[src/rtl/cubic_bezier_point_generator_assert.svh]
// Assertion macros shared by the cubic Bezier point generator.
// Each macro expects signals named clk and arst_n in the scope where it is used.
`ifndef CUBIC_BEZIER_POINT_GENERATOR_ASSERT_SVH
`define CUBIC_BEZIER_POINT_GENERATOR_ASSERT_SVH

// The consequent must hold in the same cycle as the antecedent.
`define CBPG_ASSERT_IMPL(name, ante, cons) \
	name: assert property (@(posedge clk) disable iff (!arst_n) (ante) |-> (cons)) \
		else $error("cbpg: same-cycle implication violated");

// The consequent must hold in the cycle after the antecedent.
`define CBPG_ASSERT_NEXT(name, ante, cons) \
	name: assert property (@(posedge clk) disable iff (!arst_n) (ante) |=> (cons)) \
		else $error("cbpg: next-cycle implication violated");

`endif

[src/rtl/cbpg_pkg.sv]
// Shared types and constants for the cubic Bezier point generator.
// Used by the lane, the controller, the datapath, the top level and the testbench. Depends on nothing.
package cbpg_pkg;

	localparam int PT_W      = 63;  // one packed x,y,z point
	localparam int CNT_W     = 7;   // step count field
	localparam int IDX_W     = 6;   // point index field
	localparam int NUM_PTS   = 4;
	localparam int NUM_AXES  = 3;
	localparam int STEP_W    = 3;
	localparam int IN_DATA_W = ((NUM_PTS * PT_W + CNT_W + 7) / 8) * 8;

	// Last step of the weight and multiply-accumulate phases.
	localparam logic [STEP_W-1:0] WGT_LAST = 3'd5;
	localparam logic [STEP_W-1:0] MAC_LAST = 3'd7;

	typedef enum logic [4:0] {
		ST_IDLE = 5'b00001,
		ST_DIV  = 5'b00010,
		ST_WGT  = 5'b00100,
		ST_MAC  = 5'b01000,
		ST_EMIT = 5'b10000
	} state_t;

	typedef struct packed {
		logic              load;
		logic              div_step;
		logic              wgt_step;
		logic              mac_step;
		logic              emit;
		logic [STEP_W-1:0] step;
	} cbpg_cmd_t;

	typedef struct packed {
		logic count_zero;
		logic last_point;
	} cbpg_status_t;

endpackage

[src/rtl/cbpg_ctrl.sv]
// Controller of the cubic Bezier point generator: phase sequencing and output valid.
// Drives cbpg_pkg::cbpg_cmd_t to the datapath and reads cbpg_pkg::cbpg_status_t.
module cbpg_ctrl #(
	parameter int T_FRAC_BITS = 16
) (
	input  logic                   clk,
	input  logic                   arst_n,
	input  logic                   in_valid,
	output logic                   in_ready,
	output logic                   out_valid,
	input  logic                   out_ready,
	input  cbpg_pkg::cbpg_status_t status,
	output cbpg_pkg::cbpg_cmd_t    cmd
);

	localparam int CW = $clog2(T_FRAC_BITS + 2);

	cbpg_pkg::state_t state_q, state_d;
	logic [CW-1:0]    cnt_q, cnt_d;
	logic             out_valid_q;

	always_comb begin
		state_d  = state_q;
		cnt_d    = cnt_q;
		cmd      = '0;
		cmd.step = cnt_q[cbpg_pkg::STEP_W-1:0];
		unique case (state_q)
			cbpg_pkg::ST_IDLE: begin
				if (in_valid) begin
					cmd.load = 1'b1;
					cnt_d    = '0;
					state_d  = status.count_zero ? cbpg_pkg::ST_IDLE : cbpg_pkg::ST_DIV;
				end
			end
			cbpg_pkg::ST_DIV: begin
				cmd.div_step = 1'b1;
				if (cnt_q == CW'(T_FRAC_BITS)) begin
					cnt_d   = '0;
					state_d = cbpg_pkg::ST_WGT;
				end else begin
					cnt_d = cnt_q + 1'b1;
				end
			end
			cbpg_pkg::ST_WGT: begin
				cmd.wgt_step = 1'b1;
				if (cnt_q == CW'(cbpg_pkg::WGT_LAST)) begin
					cnt_d   = '0;
					state_d = cbpg_pkg::ST_MAC;
				end else begin
					cnt_d = cnt_q + 1'b1;
				end
			end
			cbpg_pkg::ST_MAC: begin
				cmd.mac_step = 1'b1;
				if (cnt_q == CW'(cbpg_pkg::MAC_LAST)) begin
					cnt_d   = '0;
					state_d = cbpg_pkg::ST_EMIT;
				end else begin
					cnt_d = cnt_q + 1'b1;
				end
			end
			cbpg_pkg::ST_EMIT: begin
				// The result register may only be reloaded once its transaction is done.
				if (!out_valid_q || out_ready) begin
					cmd.emit = 1'b1;
					state_d  = status.last_point ? cbpg_pkg::ST_IDLE : cbpg_pkg::ST_WGT;
				end
			end
			default: begin
				state_d = cbpg_pkg::ST_IDLE;
			end
		endcase
	end

	always_ff @(posedge clk or negedge arst_n) begin
		if (!arst_n) begin
			state_q     <= cbpg_pkg::ST_IDLE;
			cnt_q       <= '0;
			out_valid_q <= 1'b0;
		end else begin
			state_q <= state_d;
			cnt_q   <= cnt_d;
			if (cmd.emit) begin
				out_valid_q <= 1'b1;
			end else if (out_ready) begin
				out_valid_q <= 1'b0;
			end
		end
	end

	assign in_ready  = (state_q == cbpg_pkg::ST_IDLE);
	assign out_valid = out_valid_q;

endmodule

[config.mk]
export PLATFORM = sky130hd
export DESIGN_NAME = cbpg_ctrl
export DESIGN_NICKNAME = d
export VERILOG_FILES = /design/src/rtl/cubic_bezier_point_generator_assert.svh /design/src/rtl/cbpg_pkg.sv /design/src/rtl/cbpg_ctrl.sv
export SDC_FILE = /design/constraint.sdc
export NUM_CORES = 1
export LEC_CHECK = 0
export ABC_CLOCK_PERIOD_IN_PS = 1700
export CAP_MARGIN = 20
export CORE_MARGIN = 2
export CORE_UTILIZATION = 54
export DETAILED_ROUTE_END_ITERATION = 10
export DONT_BUFFER_PORTS = 1
export PLACE_DENSITY = 0.72
export SYNTH_ARGS = -nofsm -noshare
export SYNTH_HDL_FRONTEND = slang
export SYNTH_SLANG_ARGS = --single-unit
[constraint.sdc]
create_clock -name clk -period 1.7 [get_ports clk]
set_input_delay 0.255 -clock clk [delete_from_list [all_inputs] [get_ports clk]]
set_output_delay 0.255 -clock clk [all_outputs]
set_load 0.005 [all_outputs]
==> results.cfg <==
[outcome]
status = finished with violations
violations = setup timing

[setup_path]
worstSetupPathType = reg2reg
critPathCaptureType = register
crit_slowest_cell = dfstp_2
worst-r2r-cell-count = 6
cp_max_fo = 4
crit_end = cnt_q[4]
crit-reg2reg-launch = state_q[0]
worstPathCellList = buf_4, nor3_4, o311ai_4, buf_4, a311oi_2, a221o_1
critPathMostFrequentCell = buf_4
r2r_slack_ps = -8
cp.arrival_ps = 1910
critPathLaunch = state_q[0]
critPathLaunchType = register
max_stage_delay_ps = 390
critPathRequiredTime_ps = 1900
reg2reg_to = cnt_q[4]

[synthesis]
syn_area_per_cell_um2 = 10.1
ys.flop_type = dfrtp_1
postSynth.asyncResetShare = 1.00
ys_warn_count = 0
synth_top_area_frac = 0.327
yosysTopAreaCell = dfrtp_1
yosysMostFrequentCell = dfrtp_1
synth_common_cells = dfrtp_1, nand2_1, nand3_1
yosysSeqAreaShare = 0.361
netlist_area_um2 = 766
syn_inst = 76
synth_cell_types = 35
ys_seq_elements = 11
synthTopCellsByArea = dfrtp_1, o311ai_4, ha_1
synth_edf_count = 0
synthesis.nets = 85

[sta]
fmax_ghz = 0.585
hold_viol_final = 0
tightest_slew_ps = 514
skew_ps = 3.69
fin_crit_sh = 1.00
rsz0062_at_grt = true
min_period_ps = 1710
setup_ws_ps = -8.01
setup_violations = 1
finalMaxSlewViolations = 0
slew_headroom = 0.656
timing.hold.ws_ps = 142

[cts]
cts_buffer_depth = 2
cts_tree = yes
clk_pin_slew_ps = 60
cts_max_level = 1
clk_latency_ps = 260
clock_sink_count = 11
cts_root_buf = clkbuf_4
numCtsBuffers = 3

[final_layout]
nFillCells = 102
finish.utilization = 0.676
multi_input_area_um2 = 455
drive_above_1_share = 0.379
nets = 97
fin_cells = 102
n_antenna_cell = 0
area_growth_pct = 16.3
regArea_um2 = 279

[die]
start_util = 0.581
io_pins = 16
die_w_um = 41.7
dieArea_um2 = 1740
die_y_um = 41.7
core_area_um2 = 1320
rows = 13

[grt]
grt_max_degree = 12
grt_pass1_vias = 649
antenna_found_initial = 0
track_usage = 0.229
grt_pass1_wl_mm = 3.02
overflow = 0

[routing]
drt_pass1_iterations = 4
vias = 650
vias_per_cell = 6.37
wl_mm = 1.82
detail_route.iter0.violations = 29
drcViolationCount = 0
wl_per_cell_um = 17.9
ant_nets = 0

[place]
port_buffers = 0
dp_hpwl_mm = 1.31
dp_cells = 95
place_congestion = 0.876

[pwr]
p_leak_nw = 0.407
irDropWorstVdd_v = 0.00109
p_per_area_nw_per_um2 = 1720

[min_path]
hp-class = in2reg
worstHoldStart = status[1]

[flow_run]
maxCapViolCount = 0
## layout by cell type, fill, tap and decap left out, drive strengths merged, types with 2 or more instances in the layout
cell	Yosys	layout
inv	5	5
buf	4	10
nand3	6	6
o311a	2	2
o31ai	2	2
nor2b	2	2
nor2	4	4
o21ai	2	2
dfrtp	10	10
and2	3	3
nand4	2	2
nand2	7	7
nand2b	3	3
a22o	2	2
and3	2	2
ha	3	3
clkbuf	0	4
o311ai	2	2
## flip-flops by register name, summed over array words and instances (netlist names)
name       flops
out_valid      1
cnt_q          5
state_q        5
## timing repair
| item | CTS | global route |
|---|---|---|
| hold endpoints to repair | 11 | 0 |
| gates resized for setup | 0 | 8 |
| endpoints found under the setup margin | 0 | 7 |
| setup buffers | 0 | 2 |
| hold buffers | 1 | 0 |
## layer usage
metal | wire [um] | share of wire | global-route usage | up-vias
met5 | 0 | 0 | 0 | -
met4 | 12 | 0.0066 | 0.0452 | 0
met3 | 116 | 0.064 | 0.0913 | 2
met2 | 955 | 0.52 | 0.369 | 24
met1 | 739 | 0.41 | 0.291 | 323
li1 | - | - | - | 301
## per-stage QoR
| stage | instance area (um2) | worst slack, ps | power, mW | setup TNS [ps] |
|---|---|---|---|---|
| finish | 891 | -8.01 | 1.53 | -8.01 |
| global route | 891 | -57.8 | 1.64 | -63.9 |
| CTS | 851 | 25.2 | 1.42 | 0 |
| detailed placement | 815 | 46.6 | 1.23 | 0 |
| global placement | 815 | 49.7 | 1.21 | 0 |
| floorplan | 766 | 117 | 1.02 | 0 |
## logic make-up (layout without fill, tap and decap cells)
group,count (synthesis),in the layout,synth area share
AND/OR/NAND/NOR,33,33,0.266
AO/OA/AOI/OAI,17,17,0.227
flip-flops,11,11,0.361
buffers and inverters,10,21,0.0702
adder cells (fa/ha/maj),3,3,0.0490
XOR/XNOR,1,1,0.0114
multiplexers,1,1,0.0147
## power by group
part           leakage (nW)  internal, mW  switching (mW)
Sequential            0.145         0.352           0.109
Combinational         0.247         0.394           0.504
Clock                0.0150        0.0907          0.0793
## how the worst min path moves through the flow
stage          cells after the start  slack [ps]    endpoint
3_3_place_gp                       0         -40  state_q[1]
6_report                           1         140  state_q[1]
2_1_floorplan                      0         -40    cnt_q[0]
4_1_cts                            1         100  state_q[1]
5_1_grt                            1         130  state_q[1]
3_5_place_dp                       0         -40  state_q[1]
## critical path, delay by kind of cell, from the launching register on
family,cells,cell delay [ps]
flip-flops,1,390
AND/OR/NAND/NOR,1,330
buffers and inverters,2,330
AO/OA/AOI/OAI,3,610
## area by class of cell
cell class,count,share of cell area
Clock buffer,4,0.0295
Inverter,6,0.0295
Multi-Input combinational cell,55,0.511
Sequential cell,11,0.313
Tap cell,15,0.0211
Timing Repair Buffer,11,0.0955
No activity file was read; power rests on OpenSTA's default activity.
